File: src/hdl/bfds_pkg.sv
// ----------------------------------------------------------------------------
// bfds_pkg: shared types and constants of the back-to-front depth sorter
// Field widths, the stored entry format, register codes and the control
// state encoding used by the key unit, the sorter cells and the top level.
// ----------------------------------------------------------------------------
package bfds_pkg;

	localparam int COORD_W     = 24;
	localparam int DIFF_W      = COORD_W + 1;
	localparam int SQ_W        = 2 * COORD_W;
	localparam int KEY_W       = SQ_W + 2;
	localparam int TAG_W       = 32;
	localparam int CFG_IDX_W   = 2;
	localparam int S_TDATA_W   = TAG_W + 6 * COORD_W;
	localparam int S_TUSER_W   = 2;
	localparam int M_TDATA_W   = TAG_W;
	localparam int M_TUSER_W   = 1;
	localparam int MAX_OBJECTS = 64;

	typedef enum logic [CFG_IDX_W-1:0] {
		REG_CAMERA_X = 2'd0,
		REG_CAMERA_Y = 2'd1,
		REG_CAMERA_Z = 2'd2
	} reg_idx_t;

	typedef enum logic [1:0] {
		ST_LOAD,
		ST_FLUSH,
		ST_DRAIN
	} state_t;

	typedef struct packed {
		logic             valid;
		logic [KEY_W-1:0] key;
		logic [TAG_W-1:0] tag;
	} entry_t;

	// keyed word leaving the key unit
	typedef struct packed {
		logic             store;
		logic             last;
		logic [KEY_W-1:0] key;
		logic [TAG_W-1:0] tag;
	} key_word_t;

	typedef struct packed {
		logic insert;
		logic shift_down;
	} cell_ctrl_t;

endpackage

File: src/hdl/bfds_key_unit.sv
// ----------------------------------------------------------------------------
// bfds_key_unit: squared distance key pipeline
// Picks the object center, then computes the exact squared distance to the
// camera point in three stages: differences, squares, sum.
// ----------------------------------------------------------------------------
module bfds_key_unit (
	input  logic                                   clk,
	input  logic                                   arst_n,
	input  logic                                   in_store,
	input  logic                                   in_last,
	input  logic [bfds_pkg::TAG_W-1:0]             tag,
	input  logic                                   pos_valid,
	input  logic signed [bfds_pkg::COORD_W-1:0]    pos_x,
	input  logic signed [bfds_pkg::COORD_W-1:0]    pos_y,
	input  logic signed [bfds_pkg::COORD_W-1:0]    pos_z,
	input  logic                                   trans_valid,
	input  logic signed [bfds_pkg::COORD_W-1:0]    trans_x,
	input  logic signed [bfds_pkg::COORD_W-1:0]    trans_y,
	input  logic signed [bfds_pkg::COORD_W-1:0]    trans_z,
	input  logic signed [bfds_pkg::COORD_W-1:0]    camera_x,
	input  logic signed [bfds_pkg::COORD_W-1:0]    camera_y,
	input  logic signed [bfds_pkg::COORD_W-1:0]    camera_z,
	output bfds_pkg::key_word_t                    out_word
);

	logic signed [bfds_pkg::COORD_W-1:0]   cx, cy, cz;
	logic signed [bfds_pkg::DIFF_W-1:0]    dx_s1, dy_s1, dz_s1;
	logic signed [2*bfds_pkg::DIFF_W-1:0]  px, py, pz;
	logic [bfds_pkg::SQ_W-1:0]             sqx_s2, sqy_s2, sqz_s2;
	logic [bfds_pkg::KEY_W-1:0]            key_s3;
	logic [bfds_pkg::TAG_W-1:0]            tag_s1, tag_s2, tag_s3;
	logic                                  store_s1, store_s2, store_s3;
	logic                                  last_s1, last_s2, last_s3;

	function automatic logic signed [bfds_pkg::DIFF_W-1:0] DIFF_SEXT(
		input logic signed [bfds_pkg::COORD_W-1:0] v
	);
		return {v[bfds_pkg::COORD_W-1], v};
	endfunction

	// center: position, else translation, else origin
	always_comb begin
		priority if (pos_valid) begin
			cx = pos_x;
			cy = pos_y;
			cz = pos_z;
		end else if (trans_valid) begin
			cx = trans_x;
			cy = trans_y;
			cz = trans_z;
		end else begin
			cx = '0;
			cy = '0;
			cz = '0;
		end
	end

	assign px = dx_s1 * dx_s1;
	assign py = dy_s1 * dy_s1;
	assign pz = dz_s1 * dz_s1;

	always_ff @(posedge clk or negedge arst_n) begin
		if (!arst_n) begin
			store_s1 <= 1'b0;
			store_s2 <= 1'b0;
			store_s3 <= 1'b0;
			last_s1  <= 1'b0;
			last_s2  <= 1'b0;
			last_s3  <= 1'b0;
		end else begin
			store_s1 <= in_store;
			store_s2 <= store_s1;
			store_s3 <= store_s2;
			last_s1  <= in_last;
			last_s2  <= last_s1;
			last_s3  <= last_s2;
		end
	end

	always_ff @(posedge clk) begin
		dx_s1  <= DIFF_SEXT(cx) - DIFF_SEXT(camera_x);
		dy_s1  <= DIFF_SEXT(cy) - DIFF_SEXT(camera_y);
		dz_s1  <= DIFF_SEXT(cz) - DIFF_SEXT(camera_z);
		tag_s1 <= tag;
		// squares are non-negative and below 2^48
		sqx_s2 <= px[bfds_pkg::SQ_W-1:0];
		sqy_s2 <= py[bfds_pkg::SQ_W-1:0];
		sqz_s2 <= pz[bfds_pkg::SQ_W-1:0];
		tag_s2 <= tag_s1;
		key_s3 <= bfds_pkg::KEY_W'(sqx_s2) + bfds_pkg::KEY_W'(sqy_s2)
			+ bfds_pkg::KEY_W'(sqz_s2);
		tag_s3 <= tag_s2;
	end

	assign out_word.store = store_s3;
	assign out_word.last  = last_s3;
	assign out_word.key   = key_s3;
	assign out_word.tag   = tag_s3;

endmodule

File: config.mk
export PLATFORM = sky130hd
export DESIGN_NAME = bfds_key_unit
export DESIGN_NICKNAME = d
export VERILOG_FILES = /design/src/hdl/bfds_pkg.sv /design/src/hdl/bfds_key_unit.sv
export SDC_FILE = /design/constraint.sdc
export NUM_CORES = 2
export LEC_CHECK = 0
export ABC_AREA = 0
export BUFFER_PORTS_ARGS = -buffer_cell sky130_fd_sc_hd__buf_2
export CAP_MARGIN = 20
export CELL_PAD_IN_SITES_DETAIL_PLACEMENT = 0
export CELL_PAD_IN_SITES_GLOBAL_PLACEMENT = 1
export CORE_UTILIZATION = 51
export CTS_CLUSTER_SIZE = 28
export DETAILED_ROUTE_END_ITERATION = 6
export PLACE_DENSITY_LB_ADDON = 0.1
export SYNTH_ARGS = -nofsm -noshare
export SYNTH_HDL_FRONTEND = slang
export SYNTH_SLANG_ARGS = --single-unit
export TNS_END_PERCENT = 100
File: constraint.sdc
create_clock -name clk -period 8.1 [get_ports clk]
set_input_delay 0.405 -clock clk [delete_from_list [all_inputs] [get_ports clk]]
set_output_delay 0.405 -clock clk [all_outputs]
set_load 0.02 [all_outputs]
==> flow_metrics.py <==
metrics = {
    "global_routing": {
        "grt_pass1_wl_mm": 317,
        "antenna_found_initial": 8,
        "grtUsageTotal_pct": 28.1,
        "use_met3_pct": 5.05,
        "use_met1_pct": 36.0,
        "grt_pass1_vias": 57472,
        "grt_max_degree": 45,
        "met2_usage_pct": 48.8,
        "top_usage_layer": "met2",
        "overflow": 0,
    },
    "worst_setup_path": {
        "crit_end": "sqz_s2[39]$_DFF_P_",
        "reg2reg_to": "sqz_s2[39]$_DFF_P_",
        "worstRegToRegCells": 26,
        "cp.required_ps": 8690,
        "rrSetupSlack_ps": 310,
        "critPathLaunch": "dz_s1[2]$_DFF_P_",
        "cp-start-kind": "register",
        "rr_startpoint": "dz_s1[2]$_DFF_P_",
        "worst_setup_path_end_kind": "register",
        "critPathMaxFanout": 23,
        "criticalPathCategory": "reg -> reg",
        "worstPathArrival_ps": 8390,
    },
    "sta": {
        "period_needed_ps": 7790,
        "fin_crit_sh_pct": 96.2,
        "fin_setup_tns_ps": 0,
        "fin_skew_ps": 59.3,
        "setup_viol": 0,
        "max_freq_mhz": 128,
        "hold_violations": 0,
        "rsz0062_at_grt": "no",
        "slew_headroom_pct": 19.3,
        "worst-slew-pin-transition_ps": 1210,
        "maxSlewViolCount": 0,
    },
    "die": {
        "die_x_um": 385,
        "die-height_um": 385,
        "core_area_um2": 146000,
        "ios": 338,
        "dieArea_um2": 148000,
        "rows": 140,
        "start_util_pct": 51.4,
    },
    "route": {
        "routed_wl_mm": 196,
        "avgRoutedWirePerCell_um": 19.5,
        "dr.pass1.iters": 5,
        "post-route-drc-count": 0,
        "drt_iter0_drc": 2375,
        "via_per_inst": 5.12,
        "vias": 51389,
        "postRouteAntennaNets": 0,
    },
    "run_status": {
        "status": "finished clean",
    },
    "placement": {
        "portBuffers": 337,
        "gp_congestion": 0.916,
        "hpwl_mm": 173,
    },
    "cells_and_area": {
        "syn_to_final_growth_pct": 8.98,
        "fillCellCount": 13293,
        "fin_nets": 10737,
        "layout-drive-gt1-share_pct": 7.96,
    },
    "worst_hold_path": {
        "min_from": "camera_y[0]",
        "holdPathStages": 3,
        "hold_path.class": "in -> reg",
    },
    "cts": {
        "worstSkewPairLatency_ps": 690,
        "cts_max_level": 2,
        "clock-root-buffer": "clkbuf_16",
        "numCtsBuffers": 46,
        "cts_tree": "built",
        "cts_max_path_buffers": 3,
        "cts_num_sinks": 368,
        "path_clk_slew_ps": 60,
    },
    "synth": {
        "synth_seq_cells": 368,
        "synth_area_um2": 74900,
        "syn_avg_cell_area_um2": 9.74,
        "synthArstFlopShare_pct": 1.63,
        "synth_edf_count": 0,
        "yosysUniqueCellTypes": 80,
        "yosys_warnings": 0,
        "synth_ff_type": "dfxtp_1",
        "yosysSeqAreaShare_pct": 9.87,
        "netlist_instances": 7692,
    },
    "run": {
        "max_cap_violations": 0,
    },
}
repair_timing:
item,in CTS,in global routing
setup buffers,0,1
setup endpoints to repair,0,23
hold buffers,36,0
gates resized for setup,0,21
endpoints found under the hold margin,41,0
per-stage QoR:
stage	utilization [%]	setup slack, ps	hold slack, ps	cells	instance area, um^2
2_1_floorplan	-	837	109	7694	74900
3_3_place_gp	54.6	193	227	9924	79600
3_5_place_dp	54.6	62.7	232	9925	79600
4_1_cts	56.0	85.3	11.4	10042	81600
5_1_grt	56.0	3.96	46.8	10044	81700
6_report	56.0	306	44.4	10045	81700
cell usage in the layout (no fill, tap or decap), drive strengths merged, types with 8 or more instances in the layout:
cell / n
dfxtp: 362
xnor2: 210
a21oi: 204
and3: 24
a21boi: 10
clkinv: 17
dlygate4sd3: 36
and2: 363
nor4: 13
or3: 19
a31oi: 23
nor2: 246
nand2: 606
or2: 12
o21bai: 34
a311oi: 10
fa: 1822
a21o: 101
nand2b: 48
o21ai: 112
nor3: 37
nand4: 18
a211oi: 28
o21a: 45
xor2: 79
ha: 567
clkbuf: 53
buf: 515
nor2b: 79
nand3: 48
mux2i: 8
a22o: 70
inv: 2158
a211o: 12
o211ai: 16
worst min-delay path by stage:
stage	to	slack, ps
floorplan	last_s1$_DFF_PN0_	110
global placement	last_s1$_DFF_PN0_	230
detailed placement	last_s1$_DFF_PN0_	230
CTS	dy_s1[0]$_DFF_P_	10
global route	dy_s1[0]$_DFF_P_	50
finish	dy_s1[0]$_DFF_P_	40
routing by layer:
metal	vias up	part of all wire (%)
li1	23530	-
met1	26384	41
met2	1211	50
met3	252	6.4
met4	12	3.1
met5	-	0.041
Yosys cell counts (all sizes together), types with 13 or more instances:
cell type	count	area, um^2
or3	19	119
and3	24	150
o211ai	16	120
o21ai	112	561
and2	363	2270
nand2b	48	300
xnor2	210	1840
clkbuf	192	721
a21o	101	758
nand3	48	240
a22o	70	613
ha	567	7090
nand2	606	2270
o21a	45	338
dfxtp	362	7250
nor2	246	923
a31oi	23	150
fa	1822	36500
xor2	79	692
a21oi	204	1020
nor3	37	185
nor4	13	81.3
nor2b	79	494
nand4	18	113
inv	2149	8070
a211oi	28	215
o21bai	34	255
final cells by class:
| class | count | area, um^2 | area share (%) |
|---|---|---|---|
| Multi-Input combinational cell | 4974 | 58700 | 71.9 |
| Inverter | 2153 | 8080 | 9.90 |
| Sequential cell | 368 | 7420 | 9.08 |
| Timing Repair Buffer | 551 | 3410 | 4.18 |
| Tap cell | 1917 | 2400 | 2.94 |
| Clock buffer | 53 | 1220 | 1.49 |
| Clock inverter | 28 | 390 | 0.478 |
| Antenna cell | 1 | 2.50 | 0.00306 |
critical path, cell delays in order, from the launching register on:
cell and delay [ps]:
dfxtp_1 330, buf_4 300, inv_1 220, nor2_1 200
inv_1 80, fa_1 500, inv_1 60, fa_1 510
fa_1 560, ha_1 140, inv_1 40, fa_1 480
inv_1 60, fa_1 570, fa_1 420, ha_1 360
a211o_1 330, or3_1 300, o21ba_2 270, a211oi_1 280
buf_4 220, a21o_1 210, a311oi_2 150, buf_4 190
o41a_1 410, xor2_1 290, buf_4 170
state kept, by name (all words and copies together) (netlist names):
register,cells
last_s3,1
key_s3,50
sqz_s2,47
dx_s1,25
tag_s2,32
sqy_s2,47
dz_s1,25
sqx_s2,47
last_s2,1
tag_s3,32
tag_s1,32
store_s1,1
store_s2,1
last_s1,1
dy_s1,25
store_s3,1
kinds of logic after synthesis:
| group | share of synthesized area (%) |
|---|---|
| muxes | 0.107 |
| and+or+nand+nor | 9.93 |
| buffers and inverters | 11.8 |
| DFF | 9.87 |
| xor gates and xnor gates | 3.41 |
| other | 0.00500 |
| adders and majority gates | 58.1 |
| AOI/OAI and AO/OA | 6.74 |
Power is not shown: default switching activity piles up to over one toggle a cycle in this logic, so the estimate is an artifact.
