**config.mk**
```make
export PLATFORM = sky130hd
export DESIGN_NAME = bfds_cell
export DESIGN_NICKNAME = d
export VERILOG_FILES = /design/src/hdl/bfds_pkg.sv /design/src/hdl/bfds_cell.sv
export SDC_FILE = /design/constraint.sdc
export NUM_CORES = 1
export LEC_CHECK = 0
export ABC_AREA = 1
export BUFFER_PORTS_ARGS = -buffer_cell sky130_fd_sc_hd__buf_2
export CAP_MARGIN = 25
export CORE_AREA = 2 2 131 133
export DETAILED_ROUTE_END_ITERATION = 10
export DIE_AREA = 0 0 133 135
export PLACE_DENSITY_LB_ADDON = 0.2
export SLEW_MARGIN = 25
export SYNTH_ARGS = -nofsm -noshare
export SYNTH_HDL_FRONTEND = slang
export SYNTH_SLANG_ARGS = --single-unit
```
**constraint.sdc**
```tcl
create_clock -name clk -period 6.5 [get_ports clk]
set_input_delay 1.625 -clock clk [delete_from_list [all_inputs] [get_ports clk]]
set_output_delay 1.625 -clock clk [all_outputs]
set_load 0.03 [all_outputs]
```
**src/hdl/bfds_pkg.sv**
```systemverilog
// ----------------------------------------------------------------------------
// bfds_pkg: shared types and constants of the back-to-front depth sorter
// Field widths, the stored entry format, register codes and the control
// state encoding used by the key unit, the sorter cells and the top level.
// ----------------------------------------------------------------------------
package bfds_pkg;

	localparam int COORD_W     = 24;
	localparam int DIFF_W      = COORD_W + 1;
	localparam int SQ_W        = 2 * COORD_W;
	localparam int KEY_W       = SQ_W + 2;
	localparam int TAG_W       = 32;
	localparam int CFG_IDX_W   = 2;
	localparam int S_TDATA_W   = TAG_W + 6 * COORD_W;
	localparam int S_TUSER_W   = 2;
	localparam int M_TDATA_W   = TAG_W;
	localparam int M_TUSER_W   = 1;
	localparam int MAX_OBJECTS = 64;

	typedef enum logic [CFG_IDX_W-1:0] {
		REG_CAMERA_X = 2'd0,
		REG_CAMERA_Y = 2'd1,
		REG_CAMERA_Z = 2'd2
	} reg_idx_t;

	typedef enum logic [1:0] {
		ST_LOAD,
		ST_FLUSH,
		ST_DRAIN
	} state_t;

	typedef struct packed {
		logic             valid;
		logic [KEY_W-1:0] key;
		logic [TAG_W-1:0] tag;
	} entry_t;

	// keyed word leaving the key unit
	typedef struct packed {
		logic             store;
		logic             last;
		logic [KEY_W-1:0] key;
		logic [TAG_W-1:0] tag;
	} key_word_t;

	typedef struct packed {
		logic insert;
		logic shift_down;
	} cell_ctrl_t;

endpackage

```
**src/hdl/bfds_cell.sv**
```systemverilog
// ----------------------------------------------------------------------------
// bfds_cell: one slot of the insertion chain
// Holds one entry; the chain stays sorted farthest first. On insert a cell
// takes the new entry, its lower neighbor's or its own; on drain it takes the upper.
// ----------------------------------------------------------------------------
module bfds_cell (
	input  logic                          clk,
	input  logic                          arst_n,
	input  bfds_pkg::cell_ctrl_t          ctrl,
	input  logic [bfds_pkg::KEY_W-1:0]    new_key,
	input  logic [bfds_pkg::TAG_W-1:0]    new_tag,
	input  bfds_pkg::entry_t              lower,
	input  logic                          lower_ins,
	input  bfds_pkg::entry_t              upper,
	output logic                          ins,
	output bfds_pkg::entry_t              ent
);

	logic valid_q;
	logic [bfds_pkg::KEY_W-1:0] key_q;
	logic [bfds_pkg::TAG_W-1:0] tag_q;

	// strict compare keeps equal keys in arrival order
	assign ins = !valid_q || (new_key > key_q);

	always_ff @(posedge clk or negedge arst_n) begin
		if (!arst_n) begin
			valid_q <= 1'b0;
		end else if (ctrl.insert) begin
			if (lower_ins) begin
				valid_q <= lower.valid;
			end else if (ins) begin
				valid_q <= 1'b1;
			end
		end else if (ctrl.shift_down) begin
			valid_q <= upper.valid;
		end
	end

	always_ff @(posedge clk) begin
		if (ctrl.insert) begin
			if (lower_ins) begin
				key_q <= lower.key;
				tag_q <= lower.tag;
			end else if (ins) begin
				key_q <= new_key;
				tag_q <= new_tag;
			end
		end else if (ctrl.shift_down) begin
			key_q <= upper.key;
			tag_q <= upper.tag;
		end
	end

	assign ent.valid = valid_q;
	assign ent.key   = key_q;
	assign ent.tag   = tag_q;

endmodule

```
==> summary.md, run 1 <==
| Metric | Value |
|---|---|
| Inserted Diodes | `0` |
| Grt peak-use layer | `met2` |
| Critical Path Start Type | `input port` |
| Cell family with most CP delay | `simple AND/OR/NAND/NOR gates` |
| Synth cell types | `24` |
| Sw Pwr | `571.9 uW` |
| Nets | `1,326` |
| Tot GR Track Use | `a little under a fifth` |
| Critical Path Most Common Cell | `nand2_1` |
| Final ANT Viol Nets | `0` |
| CP startpoint | `new_key[41]` |
| Met2 Resource Use GR | `31.38%` |
| Total gr overflow | `0` |
| RR Startpoint | `key_q[25]$_DFFE_PP_` |
| Clk slew on worst S/H paths | `roughly 60 ps` |
| DR iter-0 viols | `about 220` |
| Total placed cells including tap cells | `1,232` |
| Avg Vias per Cell | `between 4 and 5` |
| Combinational share of power | `between 20% and 30%` |
| Max Cap Viol | `0` |
| Slowest Stage Delay on Critical Path | `280 ps` |
| Clk pwr share | `around 33%` |
| Placed cell area | `between 0.007 and 0.008 mm^2` |
| Avg WL per Cell | `~14 um` |
| Largest net degree at the start of global routing | `83` |
| CP bufs+invs | `2` |
| Reg power frac | `between 30% and 40%` |
| Clk_skew | `between 9 and 10 ps` |
| Required time worst endpoint | `slightly below 5000 ps` |
| Status | `completed` |
| Initial antenna violation count | `0` |
| Rows | `47` |
| Hold buffer count at cts | `0` |
| Final Util | `a little under half` |
| Worst-skew pair later-pin latency | `approximately 340 ps` |
| Pre-antenna DRT Iters | `4` |
| Initial core utilization | `about a third` |
| DRC Markers | `0` |
| PostCTS Resize Cnt | `0` |
| RSZ-0062 raised after global routing | `no` |
| Die height | `around 140 um` |
| Final wirelength | `between 15 and 20 mm` |
| Setup violations, final | `0` |
| Crit share post-route | `72.43%` |
| CTS Sinks | `83` |
| Post-synthesis sequential area ratio | `between 40 and 50%` |
| Headroom to the max-slew limit | `between 30% and 40%` |
| Fin area | `about 0.0077 mm^2` |
| Syn Nets | `approximately 1,000` |
| Mapped Avg Cell Area | `7.816 um^2` |
| Fin. Hold Viols | `0` |
| Pwr/cell area | `between 200 and 250 mW/mm^2` |
| Post-Syn Area | `approximately 0.0055 mm^2` |
| Max IR drop VDD | `approximately 0.11 mV` |
| Minimum clock period | `between 4000 and 5000 ps` |
| Post-CTS setup buffers | `0` |
| #FFs+latches synth | `83` |
| Max clock buf depth | `2` |
| CTS tree | `done` |
| Vias in the first global route | `5,198` |
| H-tree depth | `3` |
| Root buffer cell | `clkbuf_16` |
| Cell leakage power | `between 0.004 and 0.005 uW` |
| Endpoint class of the critical path | `primary output` |
| Final HPWL DP | `roughly 14 mm` |
| Ports | `337` |
| Slew @ Worst Pin | `around 950 ps` |
| Slowest cell on crit path | `ha_1` |
| Kind of critical path | `input port to primary output` |
| Worst Hold Class | `flop to flop` |
| Die ar. | `around 0.018 mm^2` |
| Fmax | `around 0.21 GHz` |
| Syn. warnings | `0` |
| M1 GR Usage | `a little under a quarter` |
| Syn-to-layout area delta | `40.73%` |
| First-pass GRT wire length | `26.66 mm` |
| Setup_tns | `0 ps` |
| Int Power | `roughly 1200 uW` |
| Gate Count Post-Synth | `698` |
| Arrival @ worst endpoint | `between 3000 and 4000 ps` |
| Layout cell share with drive strength beyond 1 | `36.45%` |
| Hold path startpoint | `valid_q$_DFFE_PN0P_` |
| Grt met3 use | `under 10%` |
| Core area | `between 0.015 and 0.02 mm^2` |
| Num CTS Buffers | `9` |
| Fin. max-slew vios | `0` |
| Routability cong. | `roughly 0.77` |
| DR vias | `5,531` |
| Sw frac | `31.92%` |
| Buffers on Ports | `336` |
| Worst-path cell chain | `buf_2 > ha_1 > nand2_1 > nor2_1 > nand2_1 > nor2_4 > nand2_2 > nor2_2 > nand2_1 > nand3_2 > nand2_2 > nand2_1 > buf_2` |
| Chip Width | `133 um` |
| Max FO, Critical Path | `3` |
| Fin cells | `between 1,000 and 1,500` |
worst paths after layout:
kind,end,slack (ps),cells past startpoint
max,ins,1790,13
min,valid_q$_DFFE_PN0P_,620,2
max reg2reg,key_q[46]$_DFFE_PP_,3950,15
min reg2reg,valid_q$_DFFE_PN0P_,620,2
max in group asynchronous,valid_q$_DFFE_PN0P_,5370,1
min in group asynchronous,valid_q$_DFFE_PN0P_,1040,1
power groups by stage:
| stage | Sequential (uW) | Combinational, uW | Clock, uW |
|---|---|---|---|
| CTS | 695 | 524 | 603 |
| global route | 702 | 574 | 618 |
| floorplan | 833 | 193 | 0 |
| global placement | 704 | 521 | 0 |
| detailed placement | 705 | 522 | 0 |
| finish | 694 | 515 | 583 |
cells by family after synthesis:
logic type | share of synthesized area (%)
and+or+nand+nor | 33.44
AOI/OAI and AO/OA | 2.339
buffers and inverters | 7.156
DFF | 45.60
adders and majority gates | 11.47
through the flow:
step                      total power, uW  hold WS [ps]  setup slack, ps
after global routing                 1894         657.6             1587
after floorplan                      1026         501.0             1798
after CTS                            1822         643.3             1736
final                                1792         622.1             1792
after detailed placement             1227         625.0             1746
after global placement               1225         655.2             1741
placed cells by master, fill, tap and decap left out:
cell type  count
buf_2        336
nand2_1      322
nand3_1       85
edfxtp_1      82
inv_1         70
ha_1          50
nor2_1        16
a21oi_1       15
clkbuf_16      9
nand2_2        5
buf_4          5
a21o_1         4
inv_2          3
nor2_4         3
nand3_2        3
nor2_2         3
bufinv_16      3
clkinv_1       2
nand4_1        2
o21ai_1        1
o21a_2         1
nor3_1         1
or2_2          1
clkinv_2       1
o22a_1         1
inv_6          1
dfrtp_1        1
state kept, by name, indices dropped and copies added (netlist names):
name / cells
key_q: 50
tag_q: 32
valid_q: 1
layer usage:
layer | vias to the layer above | routed length, um | part of all wire, %
li1 | 2904 | - | -
met5 | - | 0 | 0
met4 | 0 | 354 | 2.0
met2 | 220 | 8428 | 48
met1 | 2382 | 7263 | 42
met3 | 25 | 1396 | 8.0
synth_stat cells, drive strengths merged:
master / count / area, um^2
a21o: 4 / 30.03
a21oi: 15 / 75.07
buf: 4 / 22.52
clkbuf: 23 / 86.33
clkinv: 1 / 3.750
dfrtp: 1 / 25.02
edfxtp: 82 / 2462
ha: 50 / 625.6
inv: 74 / 277.8
nand2: 327 / 1240
nand3: 88 / 455.4
nand4: 2 / 12.51
nor2: 22 / 105.1
nor3: 1 / 5.000
o21a: 1 / 8.760
o21ai: 1 / 5.000
o22a: 1 / 8.760
or2: 1 / 6.260
layout make-up:
class,instances,area [um^2]
Fill cell,1687,8730
Multi-Input combinational cell,513,2585
Sequential cell,83,2487
Timing Repair Buffer,341,1719
Inverter,75,282.8
Tap cell,220,275.3
Clock buffer,9,225.2
Clock inverter,5,102.6
tightest hold or removal path, stage by stage (launching register included):
cell and delay [ps]:
dfrtp_1 420, nand2_1 70, nand2_1 80
Note: power is estimated with default switching activity, not from simulation.
==> run 2: changes to the inputs <==
Settings changed: CORE_AREA 2 2 131 133 to 2 2 133 135, DIE_AREA 0 0 133 135 to 0 0 135 137.
Clock period 6.5 ns to 4.4 ns, I/O delays scaled along.
==> run 2 against run 1 <==
  * Register-to-register slack worse by 2100 ps
  * Sequential share of layout area up 0.074 points
  * Critical endpoint unchanged
  * Flip-flop and latch count unchanged
  * Total power up 41%
  * Critical path depth unchanged
  * Critical path type unchanged
  * Hold slack worse by 78 ps
  * Clock power up 29%
  * Largest power group unchanged
  * Setup slack worse by 1100 ps
==> summary.md, run 2 (synthesized netlist as in run 1, its figures left out) <==
| Metric | Value |
|---|---|
| Status | `completed` |
| Filler cell count | `1,780` |
| Setup_tns | `0 ps` |
| Layout cell share with drive strength beyond 1 | `a little over a third` |
| Vias in the first global route | `about 5,400` |
| Final ANT Viol Nets | `0` |
| Worst-skew pair later-pin latency | `between 300 and 400 ps` |
| Cell leakage power | `about 0.0041 uW` |
| Final wirelength | `16.93 mm` |
| Crit share post-route | `a little over four fifths` |
| Tot GR Track Use | `approximately 18%` |
| Largest net degree at the start of global routing | `83` |
| Commonest non-fill, non-tap cell in the layout | `buf_2` |
| Most frequent cells in the layout | `buf_2, nand2_1, nand3_1` |
| Power Total | `between 2000 and 3000 uW` |
| Worst Setup Slack, final | `691.4 ps` |
| Worst Hold Class | `input port to asynchronous set/reset pin` |
| Routability cong. | `0.8107` |
| Buffers on Ports | `roughly 340` |
| Headroom to the max-slew limit | `38.48%` |
| Initial core utilization | `about a third` |
| Pwr/cell area | `about 330 mW/mm^2` |
| Register bank with the most flops | `key_q` |
| Fin area | `roughly 0.0077 mm^2` |
| Avg WL per Cell | `between 10 and 15 um` |
| RSZ-0062 raised after global routing | `no` |
| Max IR drop VDD | `0.1638 mV` |
| Placed cell area | `0.007368 mm^2` |
| Max Cap Viol | `0` |
| H-tree depth | `3` |
| Avg Vias per Cell | `4.362` |
| Chip Width | `135 um` |
| Minimum clock period | `3709 ps` |
| Max reg flops | `50` |
| Final HPWL DP | `~13 mm` |
| CTS tree | `done` |
| Clk slew on worst S/H paths | `roughly 60 ps` |
| Nets | `approximately 1,300` |
| Setup violations, final | `0` |
| Initial antenna violation count | `2` |
| Fin. Hold Viols | `0` |
| Pre-antenna DRT Iters | `4` |
| Max clock buf depth | `2` |
| Fin. max-slew vios | `0` |
| Dpl ws | `616.1 ps` |
| Core area | `0.01706 mm^2` |
| Post-CTS setup buffers | `0` |
| Clk_skew | `10.34 ps` |
| Syn-to-layout area delta | `40.41%` |
| Arrival @ worst endpoint | `between 2000 and 3000 ps` |
| CTS Sinks | `83` |
| DR vias | `about 5,500` |
| First-pass GRT wire length | `around 26 mm` |
| Ports | `337` |
| Num CTS Buffers | `9` |
| Max FO, Critical Path | `2` |
| Required time worst endpoint | `3300 ps` |
| Total placed cells including tap cells | `1,237` |
| DR iter-0 viols | `129` |
| Fmax | `0.2696 GHz` |
| DRC Markers | `0` |
| Total gr overflow | `0` |
| Root buffer cell | `clkbuf_16` |
| Hold buffer count at cts | `0` |
| Critical Path Start Type | `input port` |
| Register-to-Register Setup Slack | `roughly 1800 ps` |
| Endpoint class of the critical path | `primary output` |
| PostCTS Resize Cnt | `0` |
| Slew @ Worst Pin | `between 900 and 1000 ps` |
| Largest regs | `key_q: 50 flops, tag_q: 32 flops, valid_q: 1 flops` |
| Fin cells | `about 1,300` |
| Rows | `48` |
| Die height | `roughly 140 um` |
| Kind of critical path | `input port to primary output` |
| Die ar. | `around 0.018 mm^2` |
[run 2: where the power goes]
part / internal, uW / leakage [uW] / total, uW / switching [uW]
sequential: 987 / 0.000857 / 1020 / 35.8
combinational: 268 / 0.00312 / 760 / 492
clock: 438 / 0.000135 / 751 / 313
total: 1690 / 0.00411 / 2530 / 841
[run 2: path summary, 6_finish.rpt]
| path | startpoint | to | cells past startpoint |
|---|---|---|---|
| worst max-delay path | new_key[5] | ins | 13 |
| worst min-delay path | arst_n | valid_q$_DFFE_PN0P_ | 1 |
| worst max register to register | key_q[5]$_DFFE_PP_ | key_q[16]$_DFFE_PP_ | 15 |
| worst min register to register | valid_q$_DFFE_PN0P_ | valid_q$_DFFE_PN0P_ | 2 |
| max in group asynchronous | arst_n | valid_q$_DFFE_PN0P_ | 1 |
| min in group clk | valid_q$_DFFE_PN0P_ | valid_q$_DFFE_PN0P_ | 2 |
[run 2: routing by layer]
metal	vias to the layer above	track usage, %	wire length, um	part of all wire, %
li1	2907	-	-	-
met1	2354	21.48	7093	42
met2	189	31.33	8270	49
met3	24	3.926	1139	6.7
met4	0	7.118	430	2.5
met5	-	0	0	0
[run 2: worst max-delay path, stage by stage]
cell	delay [ps]
buf_2	110
ha_1	290
nand2_1	70
nor2_1	220
nand3_1	100
nor2_1	90
nor2_1	50
nand2_1	70
nand2_1	60
nand3_2	60
nand2_2	70
nand2_1	100
buf_2	210
[run 2: layout make-up]
cell class	count	area (um^2)	share of cell area [%]
repair buffers	341	1732	22.61
inverters	75	282.8	3.692
clock buffers	11	232.7	3.038
well taps	225	281.5	3.675
diodes	2	5.005	0.06534
flip-flops and latches	83	2487	32.47
multi-input cells	513	2585	33.75
clock inverters	5	53.80	0.7024
[run 2: stage by stage]
| step | utilization, % | hold slack [ps] |
|---|---|---|
| 2_1_floorplan | - | 501.0 |
| 3_3_place_gp | 43.20 | 551.3 |
| 3_5_place_dp | 43.20 | 540.1 |
| 4_1_cts | 44.88 | 533.3 |
| 5_1_grt | 44.91 | 534.6 |
| 6_report | 44.91 | 544.0 |
==> run 3: changes to the inputs <==
Settings changed: ABC_AREA 1 to 0.
Clock period 4.4 ns to 3.43 ns, I/O delays scaled along.
==> run 3 against run 2 <==
  * The run now ends with negative setup slack left
  * Clock skew fell by 4.4 ps
  * Synthesized cell count fell by 22%
  * Hold slack got worse by 250 ps
  * Setup slack got worse by 790 ps
  * Combinational power rose by 36%
  * Total power rose by 33%
==> summary.md, run 3 <==
| Metric | Value |
|---|---|
| Status | `complete, but fails checks` |
| Failing checks | `negative setup slack` |
| Nets | `1,209` |
| Setup violations, final | `1` |
| Max Cap Viol | `0` |
| Initial core utilization | `32.01%` |
| Synth cell types | `29` |
| Pwr/cell area | `~410 mW/mm^2` |
| Critical Path Start Type | `input port` |
| Avg Vias per Cell | `between 4 and 5` |
| Slowest cell on crit path | `a221o_1` |
| Tot GR Track Use | `18.33%` |
| Worst Hold Class | `input port to asynchronous set/reset pin` |
| RSZ-0062 raised after global routing | `yes` |
| Gate Count Post-Synth | `544` |
| Post-synth top area cell | `edfxtp_1` |
| Filler cell count | `1,678` |
| Initial antenna violation count | `1` |
| Worst Setup Slack, final | `-98.59 ps` |
| Yosys top cell area share | `about 45%` |
| #FFs+latches synth | `between 80 and 90` |
| DR iter-0 viols | `122` |
| Crit share post-route | `102.9%` |
| Fin. Hold Viols | `0` |
| Cell leakage power | `0.004192 uW` |
| Fin. max-slew vios | `0` |
| Total gr overflow | `0` |
| Post-synthesis sequential area ratio | `45.56%` |
| Register bank with the most flops | `key_q` |
| Syn. warnings | `0` |
| Endpoint class of the critical path | `primary output` |
| CTS Sinks | `between 80 and 90` |
| Max FO, Critical Path | `2` |
| Final ANT Viol Nets | `0` |
| Worst-path cell chain | `buf_4 > ha_4 > and4_4 > a221o_1 > o31ai_2 > a31oi_2 > o41ai_2 > nand2_1 > buf_6` |
| Buffers on Ports | `~340` |
| WHS | `between 200 and 300 ps` |
| Vias in the first global route | `5,125` |
| Rows | `48` |
| Largest regs | `key_q: 50 flops, tag_q: 32 flops, valid_q: 1 flops` |
| Slew @ Worst Pin | `between 700 and 800 ps` |
| Hold buffer count at cts | `0` |
| Power Total | `3380 uW` |
| Largest net degree at the start of global routing | `73` |
| Slowest Stage Delay on Critical Path | `approximately 330 ps` |
| Minimum clock period | `3529 ps` |
| DRC Markers | `0` |
| Asr flop ratio synth | `between 1 and 1.5%` |
| First-pass GRT wire length | `roughly 26 mm` |
| Top-count cell post-synth | `a21oi_1` |
| Worst-skew pair later-pin latency | `roughly 340 ps` |
| DR vias | `roughly 5,300` |
| Number of synthesized flops with an enable pin | `a little over 80` |
| Most frequent cells in the layout | `buf_2, a21oi_1, nor2_1` |
| Layout cell share with drive strength beyond 1 | `a little under half` |
| H-tree depth | `3` |
| Routability cong. | `0.7943` |
| Commonest non-fill, non-tap cell in the layout | `buf_2` |
| Die ar. | `approximately 0.018 mm^2` |
| Required time worst endpoint | `around 2600 ps` |
| Arrival @ worst endpoint | `2670 ps` |
| Chip Width | `about 140 um` |
| Ports | `~340` |
| Core area | `between 0.015 and 0.02 mm^2` |
| Max reg flops | `50` |
| Max IR drop VDD | `between 0.15 and 0.2 mV` |
| Pre-antenna DRT Iters | `4` |
| Mapped Avg Cell Area | `roughly 10 um^2` |
| CTS tree | `done` |
| Max clock buf depth | `2` |
| Final HPWL DP | `between 10 and 15 mm` |
| Syn Nets | `about 850` |
| Num CTS Buffers | `9` |
| Die height | `between 100 and 150 um` |
| Post-Syn Area | `around 0.0055 mm^2` |
| Avg WL per Cell | `15.38 um` |
| Clk_skew | `5.953 ps` |
| Clk slew on worst S/H paths | `approximately 60 ps` |
| Final Util | `a little under 50%` |
| Most frequent cells after synthesis | `a21oi_1, nor2_1, edfxtp_1, mux2i_1, inv_1` |
| Fmax | `approximately 0.28 GHz` |
| Final wirelength | `roughly 17 mm` |
| Root buffer cell | `clkbuf_16` |
| Headroom to the max-slew limit | `between 50 and 60%` |
| Top post-synthesis cells by area | `edfxtp_1, mux2i_1, ha_1` |
| Setup_tns | `-98.59 ps` |
| Kind of critical path | `input port to primary output` |
| Post-synth top flop | `edfxtp_1` |
| Syn-to-layout area delta | `52.05%` |
==> run 3: cell families after synthesis <==
family / Yosys count / share of synthesized area [%]
compound gates: 122 / 12.12
fa+ha+maj: 50 / 11.46
buf+inv: 81 / 5.753
flops: 83 / 45.56
mux: 83 / 15.24
simple gates: 125 / 9.856
==> run 3: area by class of cell <==
class	instances	area, um^2	area share (%)
tap	225	281.5	3.392
clock inverter	7	92.59	1.115
antenna	1	2.502	0.03015
multi-input combinational	380	2892	34.84
timing repair buffer	381	2128	25.64
sequential	83	2487	29.97
inverter	51	191.4	2.306
clock buffer	9	225.2	2.713
==> run 3: repair_timing <==
action,4_1_cts,5_1_grt
gates resized for setup,35,2
pin swaps,19,1
setup buffers,7,0
endpoints found under the setup margin,1,1
==> run 3: worst max-delay path: cells and delay by family <==
kind | cells | cell delay [ps]
buffers and inverters | 2 | 270
adder cells (fa/ha/maj) | 1 | 210
AND/OR/NAND/NOR | 2 | 290
AO/OA/AOI/OAI | 4 | 1050
==> run 3: report_power, final <==
part           total, uW  switching (uW)  internal [uW]
Sequential          1290            41.2           1250
Clock               1050             417            636
Combinational       1030             606            427
Total               3380            1060           2310
==> run 3: worst paths after layout <==
path	startpoint	endpoint	slack, ps	depth (start not counted)
setup / recovery	new_key[19]	ins	-100	9
hold / removal	arst_n	valid_q$_DFFE_PN0P_	300	1
setup reg to reg	key_q[20]$_DFFE_PP_	key_q[1]$_DFFE_PP_	420	13
hold reg to reg	valid_q$_DFFE_PN0P_	valid_q$_DFFE_PN0P_	730	2
max in group asynchronous	arst_n	valid_q$_DFFE_PN0P_	3030	1
min in group clk	valid_q$_DFFE_PN0P_	valid_q$_DFFE_PN0P_	730	2
==> run 3: stage by stage <==
| stage | cell area [um^2] | instances | worst slack (ps) |
|---|---|---|---|
| floorplan | 5538 | 544 | -1101 |
| global placement | 7719 | 1113 | -341.3 |
| detailed placement | 7719 | 1113 | -395.9 |
| CTS | 8288 | 1136 | -98.54 |
| global route | 8298 | 1136 | -189.0 |
| finish | 8300 | 1137 | -98.59 |
==> run 3: routing by layer <==
| layer | GRT usage [%] | vias to the layer above | routed length, um |
|---|---|---|---|
| met5 | 0 | - | 0 |
| met1 | 20.37 | 2334 | 7060 |
| met4 | 6.250 | 0 | 348 |
| met3 | 5.222 | 22 | 1311 |
| li1 | - | 2695 | - |
| met2 | 33.56 | 215 | 8767 |
